<file path="config.mk">
export PLATFORM = sky130hd
export DESIGN_NAME = uvsd_queue
export DESIGN_NICKNAME = d
export VERILOG_FILES = /design/src/rtl/core/uvsd_pkg.sv /design/src/rtl/core/uvsd_queue.sv
export VERILOG_INCLUDE_DIRS = /design/src /design/src/rtl/core
export SDC_FILE = /design/constraint.sdc
export NUM_CORES = 1
export LEC_CHECK = 0
export BUFFER_PORTS_ARGS = -buffer_cell sky130_fd_sc_hd__buf_4
export CAP_MARGIN = 20
export CORE_UTILIZATION = 45
export DETAILED_ROUTE_END_ITERATION = 12
export GPL_ROUTABILITY_DRIVEN = 0
export PLACE_DENSITY = 0.69
export SYNTH_ARGS = -nofsm -noshare
export SYNTH_HDL_FRONTEND = slang
export SYNTH_SLANG_ARGS = --single-unit
</file>
<file path="constraint.sdc">
create_clock -name clk -period 2.3 [get_ports clk]
set_clock_uncertainty 0.15 [all_clocks]
set_input_delay 0.115 -clock clk [delete_from_list [all_inputs] [get_ports clk]]
set_output_delay 0.115 -clock clk [all_outputs]
set_load 0.02 [all_outputs]
</file>
<file path="src/rtl/core/assert_macros.svh">
// ----------------------------------------------------------------------------
// assert_macros.svh
// Shared concurrent assertion macros for the texture sine displacement core.
// ----------------------------------------------------------------------------
`ifndef ASSERT_MACROS_SVH
`define ASSERT_MACROS_SVH

// Property checked at every rising clock edge, including during reset.
`define ASSERT_NOW(label, clk_sig, prop) \
  label: assert property (@(posedge clk_sig) prop) \
    else $error("uvsd assertion failed");

// Property checked only while reset is low.
`define ASSERT_RST(label, clk_sig, rst_sig, prop) \
  label: assert property (@(posedge clk_sig) disable iff (rst_sig) prop) \
    else $error("uvsd assertion failed");

`endif

</file>
<file path="src/rtl/core/uvsd_pkg.sv">
// ----------------------------------------------------------------------------
// uvsd_pkg
// Types, constants and the sine table generator of the texture sine core.
// ----------------------------------------------------------------------------
`default_nettype none

package uvsd_pkg;

  localparam int unsigned IDX_W   = 12;
  localparam int unsigned COORD_W = 16;
  localparam int unsigned PHASE_W = 16;
  localparam int unsigned DELTA_W = 10;
  localparam int unsigned REG_W   = 16;
  localparam int unsigned CFG_IDX_W = 2;

  localparam int unsigned QUEUE_DEPTH = 4;

  // Item kinds.
  localparam logic MODE_VERTEX = 1'b0;
  localparam logic MODE_TICK   = 1'b1;

  // Register indexes.
  localparam logic [CFG_IDX_W-1:0] REG_X_AMP     = 2'd0;
  localparam logic [CFG_IDX_W-1:0] REG_Y_AMP     = 2'd1;
  localparam logic [CFG_IDX_W-1:0] REG_RATE      = 2'd2;
  localparam logic [CFG_IDX_W-1:0] REG_PER_VERTEX = 2'd3;

  localparam logic [REG_W-1:0] X_AMP_RESET  = 16'd410;
  localparam logic [REG_W-1:0] Y_AMP_RESET  = 16'd410;
  localparam logic [REG_W-1:0] RATE_RESET   = 16'd10;
  localparam logic [REG_W-1:0] PER_VERTEX_RESET = 16'd0;

  // One turn minus two radians (20861 units), so adding it subtracts two radians.
  localparam logic [PHASE_W-1:0] PHASE_OFFSET = 16'd44675;
  // 0.5 in Q2.14.
  localparam logic signed [COORD_W:0] HALF_Q14 = 17'sd8192;
  // pi/2 in Q30.
  localparam logic [63:0] PIHALF_Q30 = 64'd1686629713;

  typedef struct packed {
    logic signed [REG_W-1:0] x_amp;
    logic signed [REG_W-1:0] y_amp;
    logic [REG_W-1:0]        rate;
    logic [REG_W-1:0]        per_vertex;
  } cfg_t;

  typedef struct packed {
    logic [IDX_W-1:0]          index;
    logic signed [COORD_W-1:0] u;
    logic signed [COORD_W-1:0] v;
    logic [PHASE_W-1:0]        phase;
  } vert_t;

  // Quarter-wave sine entry k of a table with 2^bits steps, Q1.15, from a
  // truncated Taylor series in Q30. Only ever called with constant arguments.
  function automatic logic [15:0] sine_entry(input int unsigned k, input int unsigned bits);
    logic [63:0] x;
    logic [63:0] x2;
    logic [63:0] term;
    logic [63:0] acc;
    logic [63:0] r;
    x    = (PIHALF_Q30 * 64'(k)) >> bits;
    x2   = (x * x) >> 30;
    term = x;
    acc  = x;
    term = ((term * x2) >> 30) / 64'd6;
    acc  = acc - term;
    term = ((term * x2) >> 30) / 64'd20;
    acc  = acc + term;
    term = ((term * x2) >> 30) / 64'd42;
    acc  = acc - term;
    term = ((term * x2) >> 30) / 64'd72;
    acc  = acc + term;
    term = ((term * x2) >> 30) / 64'd110;
    acc  = acc - term;
    term = ((term * x2) >> 30) / 64'd156;
    acc  = acc + term;
    r = (acc + 64'd16384) >> 15;
    if (r > 64'd32767) begin
      r = 64'd32767;
    end
    return r[15:0];
  endfunction

endpackage

`default_nettype wire

</file>
<file path="src/rtl/core/uvsd_queue.sv">
// ----------------------------------------------------------------------------
// uvsd_queue
// Short register queue of vertex items between the front and the back.
// ----------------------------------------------------------------------------
`default_nettype none

`include "assert_macros.svh"

module uvsd_queue (
  input  wire logic            clk,
  input  wire logic            rst,
  input  wire logic            push,
  input  wire uvsd_pkg::vert_t push_item,
  output logic                 full,
  input  wire logic            pop,
  output logic                 empty,
  output uvsd_pkg::vert_t      head
);

  localparam int unsigned DEPTH = uvsd_pkg::QUEUE_DEPTH;
  localparam int unsigned PTR_W = $clog2(DEPTH);
  localparam int unsigned CNT_W = $clog2(DEPTH + 1);
  localparam logic [CNT_W-1:0] DEPTH_C = CNT_W'(DEPTH);

  uvsd_pkg::vert_t   slots [DEPTH];
  logic [PTR_W-1:0]  wr_ptr;
  logic [PTR_W-1:0]  rd_ptr;
  logic [CNT_W-1:0]  count;

  assign full  = (count == DEPTH_C);
  assign empty = (count == '0);
  assign head  = slots[rd_ptr];

  always_ff @(posedge clk) begin
    if (push) begin
      slots[wr_ptr] <= push_item;
    end
  end

  always_ff @(posedge clk) begin
    if (rst) begin
      wr_ptr <= '0;
      rd_ptr <= '0;
      count  <= '0;
    end else begin
      if (push) begin
        wr_ptr <= wr_ptr + PTR_W'(1);
      end
      if (pop) begin
        rd_ptr <= rd_ptr + PTR_W'(1);
      end
      if (push && !pop) begin
        count <= count + CNT_W'(1);
      end else if (pop && !push) begin
        count <= count - CNT_W'(1);
      end
    end
  end

  `ASSERT_RST(a_count_bound, clk, rst, count <= DEPTH_C)
  `ASSERT_RST(a_no_push_full, clk, rst, !(push && full))
  `ASSERT_RST(a_no_pop_empty, clk, rst, !(pop && empty))

endmodule

`default_nettype wire

</file>
### After elaboration in Yosys (flattened, before gate mapping)

Memories as Yosys holds them, arrays and structs flattened. A register that Yosys moved wholly into a read port is not among the register bits.
Index checks and enable logic that the tools add are counted.

* reduce and logical (&&, ||, !) cells: 6
* equality and inequality tests: 1
* add/sub/neg operators: 4
* mux-type cells: 6

Operator list (count)
* 2-to-1 mux 3 bit: 2
* adder 2 x 1 -> 2 bit (second input constant): 2
* 2-to-1 mux 2 bit: 2
* adder 3 x 1 -> 3 bit (second input constant): 1
* equality test 3 bit (second input constant): 1
* logical NOT 3 bit: 1
* subtractor 3 x 1 -> 3 bit (second input constant): 1
* logical AND 1 bit: 2
* logical NOT 1 bit: 2
* 2-to-1 mux 1 bit: 2
* nonzero test 2 bit: 1

* RAM bits: 240
* word-level logic and storage cells: 21
* register bits after elaboration: 7
* memories: 1
* bits of input ports: 64
* output and inout bits: 62

Memories
* slots: words 4, bits a word 60, read ports 1, clocked after memory_dff 1, write ports 1, RTL line uvsd_queue.sv:25 `uvsd_pkg::vert_t slots [DEPTH];`

### Depth between registers and ports, before layout

* depth after elaboration: 4
* mapped depth: 7

### Least setup slack after synthesis

OpenSTA, ideal clock, no wires.

* kind: flip-flop to flip-flop
* start: reg wr_ptr[0]
* end: mem slots[2][0] (netlist name) (enable)
* path slack: -0.232 ns
* arrival: 1.958 ns
* setup time: 0.424 ns
* data required time: 1.726 ns
* stages on the path, launching flop included: 4
* path through: dfxtp_1 -> inv_1 -> ha_1 -> and2_1

RTL lines
* from (decl): RTL line uvsd_queue.sv:26 `logic [PTR_W-1:0] wr_ptr;`
* from (signal assigned): RTL line uvsd_queue.sv:47 `wr_ptr <= wr_ptr + PTR_W'(1);`
* to (decl): RTL line uvsd_queue.sv:25

No word-level cell before the write port.

==> impl_metrics.env <==
export IMPL_status="complete, no violations"
export IMPL_avgSynthCellArea_um2=25.6
export IMPL_cp_end_kind="primary output"
export IMPL_routed_via_density=5.08
export IMPL_syn_inst=358
export IMPL_dp_slack_ns=0.448
export IMPL_path_max_fanout=28
export IMPL_dr_pass1_iters=4
export IMPL_critical_path_arrival_ns=1.90
export IMPL_rows=51
export IMPL_p_switching_uw=2400
export IMPL_finalSetupViolCount=0
export IMPL_fmax_ghz=0.463
export IMPL_insertion_delay_ns=0.50
export IMPL_rsz0062_at_grt="no"
export IMPL_grt_ovfl_total=0
export IMPL_p_seq_share_pct=49.0
export IMPL_h_tree_depth=1
export IMPL_dp_hpwl_um=10200
export IMPL_hold_violations=0
export IMPL_ys_ff_latch=249
export IMPL_clockBufferDepth=3
export IMPL_clkSinkCount=249
export IMPL_p_total_uw=10800
export IMPL_stdcell_count=860
export IMPL_numCtsBuffers=26
export IMPL_tns_ns=0
export IMPL_place_inst=746
export IMPL_cts_tree="yes"
export IMPL_yosys_warnings=0
export IMPL_drc=0
export IMPL_drive_gt1_share_pct=41.8
export IMPL_grt_max_degree=29
export IMPL_internal_power_uw=8360
export IMPL_postRouteAntennaNets=0
export IMPL_wl_per_cell_um=19.8
export IMPL_antenna_found_initial=1
export IMPL_yosysUniqueCellTypes=22
export IMPL_start_util_pct=46.4
export IMPL_ys_seq_area_share_pct=80.7
export IMPL_chipHeight_um=145
export IMPL_slew_violations=0
export IMPL_synth_cell_area_um2=9150
export IMPL_initialDrtViolationCount=243
export IMPL_route_vias_total=4370
export IMPL_power_leakage_uw=0.00414
export IMPL_worst_setup_path_type="reg -> out"
export IMPL_die_area_um2=20900
export IMPL_switching_share_pct=22.3
export IMPL_period_share_pct=94.0
export IMPL_finalWirelength_um=17000
export IMPL_p_clk_share_pct=38.4
export IMPL_power_density_nw_per_um2=895
export IMPL_fin_nets=645
export IMPL_grtUsageTotal_pct=16.9
export IMPL_cap_viol_max_count=0
export IMPL_required_ns=2.04
export IMPL_worst_slack_ns=0.139
export IMPL_relSlewSlack_pct=71.4
export IMPL_tightest_slew_ns=0.429
export IMPL_fin_crit_ns=2.16
export IMPL_start_kind="flop"
export IMPL_power_frac_comb_pct=12.5
export IMPL_port_buffers=125
export IMPL_ios=126
export IMPL_path_clk_slew_ns=0.06
export IMPL_synthToLayoutAreaGrowth_pct=31.4
export IMPL_cts_root_buf="clkbuf_16"
export IMPL_hp_class="in -> reg"
export IMPL_die_x_um=145
export IMPL_grt_pass1_vias=4729
export IMPL_peakVddDrop_v=0.000627
export IMPL_core_area_um2=19700
export IMPL_synth_fp_nets=428
export IMPL_n_fill_cell=1373
export IMPL_grt_pass1_wl_um=25900
[routing by layer]
layer | GRT usage (%) | wire length [µm] | vias to the layer above
li1 | - | - | 1951
met1 | 21.5 | 7070 | 2261
met2 | 29.6 | 8810 | 133
met3 | 3.28 | 856 | 25
met4 | 4.43 | 297 | 0
met5 | 0 | 0 | -
[state kept, by name, indices dropped and copies added, names as in the netlist, named ones only]
name    count
rd_ptr      2
count       3
wr_ptr      2
slots     240
[cells in the final DEF, fill, tap and decap left out, drive strengths merged]
cell | Yosys | layout
clkinv | 0 | 10
xnor2 | 2 | 2
edfxtp | 240 | 240
dfxtp | 9 | 9
inv | 4 | 5
dlygate4sd3 | 0 | 64
clkinvlp | 0 | 4
nor3b | 1 | 1
xor2 | 3 | 3
clkbuf | 1 | 29
nand2 | 1 | 1
a21oi | 1 | 1
diode | 0 | 1
or3 | 1 | 1
mux4 | 60 | 60
mux2i | 2 | 2
nor2 | 7 | 7
ha | 5 | 5
bufinv | 0 | 3
buf | 14 | 140
and2 | 4 | 4
o21ai | 1 | 1
fa | 1 | 1
nor3 | 1 | 1
[what timing repair did]
action | 4_1_cts | 5_1_grt
setup endpoints to repair | 50 | 0
hold endpoints to repair | 249 | 0
buffers inserted | 2 | 0
hold buffers | 64 | 0
gates resized for setup | 0 | 0
[path summary, 6_finish.rpt]
check           startpoint      endpoint  slack, ns  depth (start not counted)
max                   flop      head[48]       0.14                          3
min          push_item[25]  slots[3][25]       0.20                          2
min reg2reg       count[2]      count[2]       0.37                          2
max reg2reg      wr_ptr[0]   slots[0][2]       0.60                          4
[metrics by stage]
| stage | area, µm² | hold slack [ns] | utilization, % |
|---|---|---|---|
| final | 12000 | 0.196 | 61.0 |
| after detailed placement | 10500 | 0.168 | 53.3 |
| after global routing | 12000 | 0.189 | 61.0 |
| after global placement | 10500 | 0.163 | 53.3 |
| after CTS | 12000 | 0.171 | 61.0 |
| after floorplan | 9160 | 0.0639 | - |
[Yosys cell counts]
library cell  instances  area share (%)
nor3b_1               1           0.082
nor2_1                7            0.29
mux4_2               60              15
edfxtp_1            240              79
inv_1                 4            0.16
nor3_1                1           0.055
buf_1                 1           0.041
or3_1                 1           0.068
nand2_1               1           0.041
dfxtp_1               9             2.0
clkbuf_1              1           0.041
xnor2_1               2            0.19
o21ai_0               1           0.055
buf_2                 6            0.33
a21oi_1               1           0.055
and2_1                4            0.27
buf_6                 1            0.12
ha_1                  5            0.68
mux2i_1               2            0.22
fa_1                  1            0.22
xor2_1                3            0.29
buf_12                6             1.3
[layout make-up]
| type | count | area (µm²) | area share, % |
|---|---|---|---|
| Clock buffer | 29 | 683 | 5.68 |
| Timing Repair Buffer | 204 | 1830 | 15.2 |
| Clock inverter | 18 | 183 | 1.52 |
| Tap cell | 265 | 332 | 2.76 |
| Antenna cell | 1 | 2.50 | 0.0208 |
| Sequential cell | 249 | 7390 | 61.5 |
| Inverter | 4 | 15.0 | 0.125 |
| Multi-Input combinational cell | 90 | 1590 | 13.2 |
[worst max-delay path, stage by stage, from the launching register on]
cell and delay, ns:
dfxtp_2 0.57, buf_12 0.27, mux4_2 0.36, buf_4 0.18
[logic make-up (layout without fill, tap and decap cells)]
| kind of cell | Yosys count | count (layout) | synth area share [%] |
|---|---|---|---|
| and+or+nand+nor | 15 | 15 | 0.807 |
| other | 0 | 1 | 0 |
| xor gates and xnor gates | 5 | 5 | 0.479 |
| muxes | 62 | 62 | 15.0 |
| buffers and inverters | 19 | 255 | 2.01 |
| AOI/OAI and AO/OA | 2 | 2 | 0.109 |
| DFF | 249 | 249 | 80.7 |
| adders and majority gates | 6 | 6 | 0.902 |
[power groups by stage]
stage               Combinational, µW  Clock, µW  Sequential (µW)
floorplan                         757          0             5340
finish                           1350       4140             5280
global route                     1450       4390             5300
global placement                 1240          0             5370
CTS                              1380       4230             5280
detailed placement               1260          0             5390
(Power assumes the default switching activity.)
