File: config.mk
export PLATFORM = sky130hd
export DESIGN_NAME = uvsd_front
export DESIGN_NICKNAME = d
export VERILOG_FILES = /design/src/rtl/core/assert_macros.svh /design/src/rtl/core/uvsd_pkg.sv /design/src/rtl/core/uvsd_front.sv
export SDC_FILE = /design/constraint.sdc
export NUM_CORES = 1
export LEC_CHECK = 0
export BUFFER_PORTS_ARGS = -buffer_cell sky130_fd_sc_hd__buf_4
export CORE_MARGIN = 5
export CORE_UTILIZATION = 30
export CTS_CLUSTER_DIAMETER = 30
export DETAILED_ROUTE_END_ITERATION = 7
export SLEW_MARGIN = 20
export SYNTH_ARGS = -nofsm -noshare
export SYNTH_HDL_FRONTEND = slang
export SYNTH_SLANG_ARGS = --single-unit
File: constraint.sdc
create_clock -name clk -period 7.2 [get_ports clk]
set_input_delay 0.72 -clock clk [delete_from_list [all_inputs] [get_ports clk]]
set_output_delay 0.72 -clock clk [all_outputs]
set_load 0.1 [all_outputs]
File: src/rtl/core/assert_macros.svh
// ----------------------------------------------------------------------------
// assert_macros.svh
// Shared concurrent assertion macros for the texture sine displacement core.
// ----------------------------------------------------------------------------
`ifndef ASSERT_MACROS_SVH
`define ASSERT_MACROS_SVH

// Property checked at every rising clock edge, including during reset.
`define ASSERT_NOW(label, clk_sig, prop) \
  label: assert property (@(posedge clk_sig) prop) \
    else $error("uvsd assertion failed");

// Property checked only while reset is low.
`define ASSERT_RST(label, clk_sig, rst_sig, prop) \
  label: assert property (@(posedge clk_sig) disable iff (rst_sig) prop) \
    else $error("uvsd assertion failed");

`endif

File: src/rtl/core/uvsd_pkg.sv
// ----------------------------------------------------------------------------
// uvsd_pkg
// Types, constants and the sine table generator of the texture sine core.
// ----------------------------------------------------------------------------
`default_nettype none

package uvsd_pkg;

  localparam int unsigned IDX_W   = 12;
  localparam int unsigned COORD_W = 16;
  localparam int unsigned PHASE_W = 16;
  localparam int unsigned DELTA_W = 10;
  localparam int unsigned REG_W   = 16;
  localparam int unsigned CFG_IDX_W = 2;

  localparam int unsigned QUEUE_DEPTH = 4;

  // Item kinds.
  localparam logic MODE_VERTEX = 1'b0;
  localparam logic MODE_TICK   = 1'b1;

  // Register indexes.
  localparam logic [CFG_IDX_W-1:0] REG_X_AMP     = 2'd0;
  localparam logic [CFG_IDX_W-1:0] REG_Y_AMP     = 2'd1;
  localparam logic [CFG_IDX_W-1:0] REG_RATE      = 2'd2;
  localparam logic [CFG_IDX_W-1:0] REG_PER_VERTEX = 2'd3;

  localparam logic [REG_W-1:0] X_AMP_RESET  = 16'd410;
  localparam logic [REG_W-1:0] Y_AMP_RESET  = 16'd410;
  localparam logic [REG_W-1:0] RATE_RESET   = 16'd10;
  localparam logic [REG_W-1:0] PER_VERTEX_RESET = 16'd0;

  // One turn minus two radians (20861 units), so adding it subtracts two radians.
  localparam logic [PHASE_W-1:0] PHASE_OFFSET = 16'd44675;
  // 0.5 in Q2.14.
  localparam logic signed [COORD_W:0] HALF_Q14 = 17'sd8192;
  // pi/2 in Q30.
  localparam logic [63:0] PIHALF_Q30 = 64'd1686629713;

  typedef struct packed {
    logic signed [REG_W-1:0] x_amp;
    logic signed [REG_W-1:0] y_amp;
    logic [REG_W-1:0]        rate;
    logic [REG_W-1:0]        per_vertex;
  } cfg_t;

  typedef struct packed {
    logic [IDX_W-1:0]          index;
    logic signed [COORD_W-1:0] u;
    logic signed [COORD_W-1:0] v;
    logic [PHASE_W-1:0]        phase;
  } vert_t;

  // Quarter-wave sine entry k of a table with 2^bits steps, Q1.15, from a
  // truncated Taylor series in Q30. Only ever called with constant arguments.
  function automatic logic [15:0] sine_entry(input int unsigned k, input int unsigned bits);
    logic [63:0] x;
    logic [63:0] x2;
    logic [63:0] term;
    logic [63:0] acc;
    logic [63:0] r;
    x    = (PIHALF_Q30 * 64'(k)) >> bits;
    x2   = (x * x) >> 30;
    term = x;
    acc  = x;
    term = ((term * x2) >> 30) / 64'd6;
    acc  = acc - term;
    term = ((term * x2) >> 30) / 64'd20;
    acc  = acc + term;
    term = ((term * x2) >> 30) / 64'd42;
    acc  = acc - term;
    term = ((term * x2) >> 30) / 64'd72;
    acc  = acc + term;
    term = ((term * x2) >> 30) / 64'd110;
    acc  = acc - term;
    term = ((term * x2) >> 30) / 64'd156;
    acc  = acc + term;
    r = (acc + 64'd16384) >> 15;
    if (r > 64'd32767) begin
      r = 64'd32767;
    end
    return r[15:0];
  endfunction

endpackage

`default_nettype wire

File: src/rtl/core/uvsd_front.sv
// ----------------------------------------------------------------------------
// uvsd_front
// Accepts items, advances the time phase on ticks and queues vertex items.
// ----------------------------------------------------------------------------
`default_nettype none

module uvsd_front (
  input  wire logic                                 clk,
  input  wire logic                                 rst,
  input  wire logic                                 in_valid,
  output logic                                      in_ready,
  input  wire logic                                 mode,
  input  wire logic [uvsd_pkg::IDX_W-1:0]           vertex_index,
  input  wire logic signed [uvsd_pkg::COORD_W-1:0]  base_u,
  input  wire logic signed [uvsd_pkg::COORD_W-1:0]  base_v,
  input  wire logic [uvsd_pkg::DELTA_W-1:0]         delta_ms,
  input  wire uvsd_pkg::cfg_t                       cfg,
  input  wire logic                                 full,
  output logic                                      push,
  output uvsd_pkg::vert_t                           push_item
);

  logic [uvsd_pkg::PHASE_W-1:0] time_phase;
  logic [uvsd_pkg::DELTA_W+uvsd_pkg::REG_W-1:0] advance;
  logic accept;

  assign in_ready = !full;
  assign accept   = in_valid && in_ready;
  assign advance  = (uvsd_pkg::DELTA_W+uvsd_pkg::REG_W)'(delta_ms) *
                    (uvsd_pkg::DELTA_W+uvsd_pkg::REG_W)'(cfg.rate);

  // A vertex item carries the phase as it stands at its place in the stream.
  assign push            = accept && (mode == uvsd_pkg::MODE_VERTEX);
  assign push_item.index = vertex_index;
  assign push_item.u     = base_u;
  assign push_item.v     = base_v;
  assign push_item.phase = time_phase;

  always_ff @(posedge clk) begin
    if (rst) begin
      time_phase <= '0;
    end else if (accept && (mode == uvsd_pkg::MODE_TICK)) begin
      time_phase <= time_phase + advance[uvsd_pkg::PHASE_W-1:0];
    end
  end

endmodule

`default_nettype wire

After elaboration in Yosys (flattened, before gate mapping)
Index checks and enable logic that the tools add are counted.
{ "word_totals": {"regBits": 16, "latch_bits": 0, "mem_bits_rw": 0, "romBits": 0, "input_bits": 123, "out_inout_bits": 62, "wordCells": 8, "mem_count": 0} }
{ "classes": {"n_addsub": 1, "multipliers": 1, "div_mod_pow": 0, "n_lt_le_gt_ge": 0, "eq_ne": 0, "shift": 0, "n_mux": 0, "bitwise_logic": 1, "n_reduce_logical": 4} }
{ "op_table": {"columns": ["op", "count"], "rows": [
  ["adder 16 bit", 1],
  ["multiplier 10 x 16 -> 16 bit", 1],
  ["logical AND 1 bit", 3],
  ["zero test 1 bit", 1],
  ["inverter 1 bit", 1]
]} }

Logic depth before layout (Yosys ltp)
Gate-level depths: netlist of run 1.
{ "logic_depth": {"word_depth": 3, "depth_mapped": 20, "ltp_nobuf": 19} }

Worst setup path before layout of run 1
OpenSTA, ideal clock, no wires.
{ "synth_timing": {"path_kind": "input to register", "from": "input port delta_ms[1] (netlist bit)", "to": "register time_phase[13] (netlist bit)", "setup_ns": 0.066, "arrival_ns": 5.255, "required_time_ns": 7.134, "slack_ns": 1.879, "cell_stages": 19, "path_buffers": 1, "cell_sequence": "clkbuf_1 -> nand2_1 -> fa_1 -> inv_1 -> fa_1 -> inv_1 -> fa_1 -> inv_1 -> fa_1 -> inv_1 -> fa_1 -> inv_1 -> ha_1 -> or3_1 -> a2111oi_2 -> o31ai_1 -> a21o_1 -> a21oi_1 -> nand3b_1"} }
{ "synth_via": {"elab_chain_len": 2} }
{ "synth_rtl": {"columns": ["item", "line", "rtl"], "rows": [
  ["start, declared", "uvsd_front.sv:16", "input wire logic [uvsd_pkg::DELTA_W-1:0] delta_ms,"],
  ["multiplier 10 x 16 -> 16 bit", "uvsd_front.sv:29", "assign advance = (uvsd_pkg::DELTA_W+uvsd_pkg::REG_W)'(delta_ms) *"],
  ["adder 16 bit", "uvsd_front.sv:43", "time_phase <= time_phase + advance[uvsd_pkg::PHASE_W-1:0];"],
  ["end signal, assigned", "uvsd_front.sv:43", null],
  ["end, declared", "uvsd_front.sv:23", "logic [uvsd_pkg::PHASE_W-1:0] time_phase;"]
]} }
Every way passes these cells.
A chain may end at the register's enable or synchronous reset.

Final worst setup path of run 1
{ "layout_timing": {"from": "input port delta_ms[1] (netlist bit)", "to": "register time_phase[15] (netlist bit)"} }
The elaborated chain is that of the path after synthesis.

==> results.md, run 1 <==
- Worst slew pin tran: 0.5849 ns
- Post-route worst setup slack: 1.938 ns
- Vias/cell: 4.521
- Via count: 3278
- Net switching power: 0.9849 mW
- Commonest non-fill, non-tap cells in the layout: inv_1 (116), nand2_1 (85), fa_1 (84)
- Seq. cell area: 320.3 µm²
- Wire per inst: 14.01 µm
- Final worst path period share: 73.08%
- P_leak: 2.501 nW
- Area share of fa/ha/maj cells after synthesis: 45.56%
- Synth Area in Compound Gates: 6.034%
- # DRC: 0
- Syn Inst Count: 547
- Cell area after layout: 4911 µm²
- CTS Buf Count: 3
- Port Buffer Count: 48
- Synth Register Bits: 16
- Int Power: 0.8591 mW
- Worst skew pair latency: 0.25 ns
- Biggest regs: time_phase x16
- Hold_buf cts: 0
- Die width: 134.2 µm
- Slowest CP cell: fa_1
- Area of the die: 18000 µm²
- Drt total wl: 10.16 mm
- Clock Sinks: 16
- DP Area: 4822 µm²
- Seq/Total Area, Yosys: 6.926%
- Largest net degree at the start of global routing: 20
- WS Path Type: in2reg
- Share of power burned in registers: 7.2%
- ANT cells: 0
- Syn Nets: 788
- Final Hold Viols: 0
- Antenna-violating nets left: 0
- Finished Core Util: 32.42%
- Worst stage delay on the critical path: 0.53 ns
- CTS tree: built
- CP Data Arrival Time: 5.45 ns
- Multi-input gate area: 3467 µm²
- Average size of a mapped cell: 8.454 µm²
- Pre-CTS WS: 1.713 ns
- Setup violations, final: 0
- Layout Cells excl Fill: 725
- Simple-gate portion of the synthesized area: 17.97%
- Starting Density: 30.53%
- Largest family of logic cells by synthesized area: adder cells
- Setup TNS: 0 ns
- Cell Chain, Critical Path: buf_4 -> nand2_1 -> fa_1 -> inv_1 -> fa_1 -> inv_1 -> fa_1 -> inv_1 -> fa_1 -> inv_1 -> fa_1 -> inv_1 -> ha_1 -> or3_1 -> a2111oi_2 -> or3_1 -> a21oi_1 -> o31ai_1 -> and2_1
- Skew final: 0.002679 ns
- Post-synthesis mux area share: 0%
- Slew Viols, Final: 0
- Worst Hold Class: reg2reg
- Chip Height: 134.2 µm
- Fin crit period: 5.262 ns
- H-tree depth: 1
- Critical path buffers and inverters: 6
- RSZ-0062 raised after global routing: no
- Post-synthesis cell area: 4624 µm²
- Core Rows: 45
- Root Buffer: clkbuf_16
- Worst vdd ir: 0.2820 mV
- First-pass GRT wire length: 17.75 mm
- GRT Total Usage: 11.80%
- Commonest non-fill, non-tap cell in the layout: inv_1
- Dpl hpwl: 8.853 mm
- Initial antenna violation count: 0
- Comb pwr share: 86.2%
- Fmax: 0.1900 GHz
- Post-synthesis cell type count: 39
- Clock-pin slew on the worst setup and hold paths: 0.05 ns
- Overflow after GRT: 0
- CP Launch Type: primary input
- Ratio of cells with drive above 1 in the final layout: 10.61%
- Pre-antenna DRT Iters: 4
- Status: finished, final reports clean
- PD cells: 375.5 nW/µm²
- Fillers: 1539
- Post-synthesis xor/xnor area fraction: 5.411%
- Crit path required time: 7.39 ns
- Slew HR: 61.01%
- 1st-iter DRT viols: 92
- Max reg flops: 16
- Final net count: 779
- Inst Count DP: 721
- Final Power: 1.844 mW
- Sw frac: 53.41%
- Post-CTS setup buffer count: 0
- Post-CTS Resized: 0
- IO Count: 185
- Crit path max fanout: 15
- Routability cong.: 0.8152
- Cell family with most CP delay: adder cells
- Area Overhead vs Synth: 6.196%
- Crit. End Element: flop
- YS warnings: 0
- Max capacitance violation total: 0
- Most flops, register: time_phase
- Clock Power Share: 6.6%
- Vias in the first global route: 3679
- Worst hold margin: 0.4812 ns
- Clk buf depth: 2
- Core Region: 15150 µm²
-- layer usage --
metal / part of all wire [%] / GRT usage [%] / routed length [µm] / up-vias
li1: - / - / - / 1571
met1: 47 / 16.35 / 4797 / 1649
met2: 49 / 20.38 / 5013 / 54
met3: 2.9 / 0.9377 / 296 / 4
met4: 0.50 / 2.376 / 51 / 0
met5: 0 / 0 / 0 / -
-- synth_stat cells --
cell / number / area [µm²]
inv_1: 116 / 435.4
nand2_1: 85 / 319.1
fa_1: 84 / 1682
and2_1: 53 / 331.6
buf_4: 44 / 330.3
ha_1: 34 / 425.4
a21oi_1: 19 / 95.09
clkbuf_1: 18 / 67.56
dfxtp_1: 16 / 320.3
xnor2_1: 14 / 122.6
nor3_1: 6 / 30.03
a21o_1: 5 / 37.54
nor2_1: 5 / 18.77
xor2_1: 5 / 43.79
and3_1: 4 / 25.02
a211oi_1: 3 / 22.52
o21a_1: 3 / 22.52
o21ai_0: 3 / 15.01
o21ai_1: 3 / 15.01
xnor3_1: 3 / 67.56
nand3_1: 2 / 10.01
nand3b_1: 2 / 15.01
nor3b_1: 2 / 15.01
o31ai_1: 2 / 15.01
or3_1: 2 / 12.51
a2111oi_2: 1 / 15.01
a211o_1: 1 / 8.760
a31o_1: 1 / 8.760
a31oi_1: 1 / 6.260
a32oi_1: 1 / 8.760
and3_2: 1 / 7.510
and4_1: 1 / 8.760
inv_2: 1 / 3.750
nand3_4: 1 / 17.52
nand4_1: 1 / 6.260
nor2b_1: 1 / 6.260
o311ai_1: 1 / 8.760
or4_1: 1 / 7.510
xnor2_2: 1 / 16.27
-- final timing paths --
check	start	to	slack, ns	cells after the start
worst max-delay path	delta_ms[1]	time_phase[15]	1.94	19
worst max register to register	time_phase[7]	time_phase[15]	3.46	12
worst min register to register	time_phase[2]	time_phase[2]	0.48	2
worst min-delay path	time_phase[2]	time_phase[2]	0.48	2
-- kinds of logic (layout without fill, tap and decap cells) --
| kind of cell | count (synthesis) | after routing |
|---|---|---|
| buf+inv | 179 | 169 |
| fa+ha+maj | 118 | 118 |
| simple gates | 167 | 167 |
| compound gates | 44 | 44 |
| xor+xnor | 23 | 23 |
| flops | 16 | 16 |
-- tightest hold or removal path, cell delays in order, from the launching register on --
cell and delay [ns]:
dfxtp_1 0.32, nand2_1 0.06, a21oi_1 0.05
-- power groups by stage --
| stage | Clock [mW] | Combinational [mW] | Sequential [mW] |
|---|---|---|---|
| 2_1_floorplan | 0 | 1.26 | 0.256 |
| 3_3_place_gp | 0 | 1.57 | 0.136 |
| 3_5_place_dp | 0 | 1.58 | 0.136 |
| 4_1_cts | 0.125 | 1.61 | 0.134 |
| 5_1_grt | 0.128 | 1.80 | 0.137 |
| 6_report | 0.121 | 1.59 | 0.133 |
-- final cells by class --
cell class              count  area share, %
well taps                 188          4.790
multi-input cells         352          70.60
clock buffers               4          1.809
flip-flops and latches     16          6.522
repair buffers             48          7.338
inverters                 117          8.943
(Power assumes the default switching activity.)
==> inputs of run 2 (changes only) <==
==> constraint.sdc (replaced) <==
create_clock -name clk -period 4.6 [get_ports clk]
set_input_delay 0.46 -clock clk [delete_from_list [all_inputs] [get_ports clk]]
set_output_delay 0.46 -clock clk [all_outputs]
set_load 0.1 [all_outputs]
==> results.md, run 2 (same netlist as run 1, synthesis figures left out) <==
- IO Count: 185
- Commonest non-fill, non-tap cells in the layout: inv_1 (112), buf_4 (87), fa_1 (83)
- Crit path required time: 4.74 ns
- First-pass GRT wire length: 19.13 mm
- P_leak: 2.841 nW
- # DRC: 0
- Fillers: 1528
- Routability cong.: 0.8504
- Final Hold Viols: 0
- Vias in the first global route: 3967
- Most flops, register: time_phase
- CTS Buf Count: 3
- Drt total wl: 11.26 mm
- 1st-iter DRT viols: 125
- Hold_buf cts: 0
- Starting Density: 30.53%
- Max reg flops: 16
- Setup TNS: -0.06405 ns
- GRT Total Usage: 12.83%
- Clock-pin slew on the worst setup and hold paths: 0.06 ns
- Overflow after GRT: 0
- Worst hold margin: 0.4864 ns
- WS Path Type: in2reg
- Layout Cells excl Fill: 780
- Crit path max fanout: 5
- Core Region: 15150 µm²
- Finished Core Util: 37.03%
- Worst skew pair latency: 0.25 ns
- Status: finished, violations left
- Pre-CTS WS: -0.4431 ns
- Slew Viols, Final: 0
- Clk buf depth: 2
- Via count: 3561
- ANT cells: 0
- DP Area: 5286 µm²
- Final worst path period share: 101.2%
- CP Data Arrival Time: 4.79 ns
- Fmax: 0.2149 GHz
- Cell area after layout: 5609 µm²
- Antenna-violating nets left: 0
- CP Launch Type: primary input
- Largest net degree at the start of global routing: 20
- Skew final: 0.003749 ns
- Crit. End Element: flop
- Pre-antenna DRT Iters: 4
- Initial antenna violation count: 0
- Fin crit period: 4.654 ns
- Slew HR: 55.62%
- Inst Count DP: 772
- Wire per inst: 14.43 µm
- Dpl hpwl: 9.730 mm
- Worst Hold Class: reg2reg
- Die width: 134.2 µm
- H-tree depth: 1
- Final net count: 834
- Area Overhead vs Synth: 21.29%
- Root Buffer: clkbuf_16
- Failing checks: setup timing
- Clock Sinks: 16
- Worst vdd ir: 0.5117 mV
- Biggest regs: time_phase x16
- Port Buffer Count: 48
- Final Power: 3.569 mW
- Commonest non-fill, non-tap cell in the layout: inv_1
- RSZ-0062 raised after global routing: yes
- Core Rows: 45
- CTS tree: built
- Area of the die: 18000 µm²
- Chip Height: 134.2 µm
- Setup violations, final: 3
- Worst slew pin tran: 0.6658 ns
- Vias/cell: 4.565
- PD cells: 636.4 nW/µm²
- Max capacitance violation total: 0
- Ratio of cells with drive above 1 in the final layout: 23.82%
- Post-route worst setup slack: -0.05352 ns
-- run 2: cell types whose count changed in the layout (fill, tap and decap cells not counted), sizes merged --
cell | before | now
buf | 48 | 101
bufbuf | 0 | 1
clkbuf | 4 | 5
-- run 2: critical path, cell delays in order --
cell and delay [ns]:
buf_12 0.11, and2_4 0.15, fa_1 0.54, inv_2 0.04, fa_1 0.52, inv_1 0.05
fa_1 0.47, fa_1 0.49, inv_1 0.05, fa_1 0.49, inv_2 0.04, ha_4 0.16
or3_4 0.35, a2111oi_4 0.30, or3_4 0.21, and3_1 0.15, o31ai_1 0.07, and2_1 0.14
-- run 2: repair_timing --
item                                    CTS  global route
hold endpoints to repair                  0             0
resized for setup                        24            16
gates cloned                              1             1
endpoints found under the setup margin    5             5
pin swaps                                13            15
buffers inserted                          1             1
-- run 2: cell type report --
cell class,count,area (µm²),share of cell area (%)
multi-input cells,352,3618,64.51
repair buffers,103,907.1,16.17
inverters,117,439.2,7.830
flip-flops and latches,16,320.3,5.710
well taps,188,235.2,4.194
clock buffers,4,88.84,1.584
-- run 2: layer usage --
layer  wire [µm]  track usage (%)  part of all wire (%)
met1        4866            17.21                    43
met4          53            1.244                  0.47
met3         702            2.776                   6.2
met2        5633            22.15                    50
met5           0                0                     0
-- run 2: worst paths after layout --
kind	from	end	slack, ns	cells past startpoint
min reg2reg	time_phase[2]	time_phase[2]	0.49	2
max	cfg[21]	time_phase[15]	-0.05	18
min	time_phase[2]	time_phase[2]	0.49	2
max reg2reg	time_phase[6]	time_phase[14]	0.95	13
-- run 2: where the power goes --
part	switching [mW]	internal (mW)
combinational	1.67	1.50
clock	0.0606	0.132
sequential	0.0400	0.168
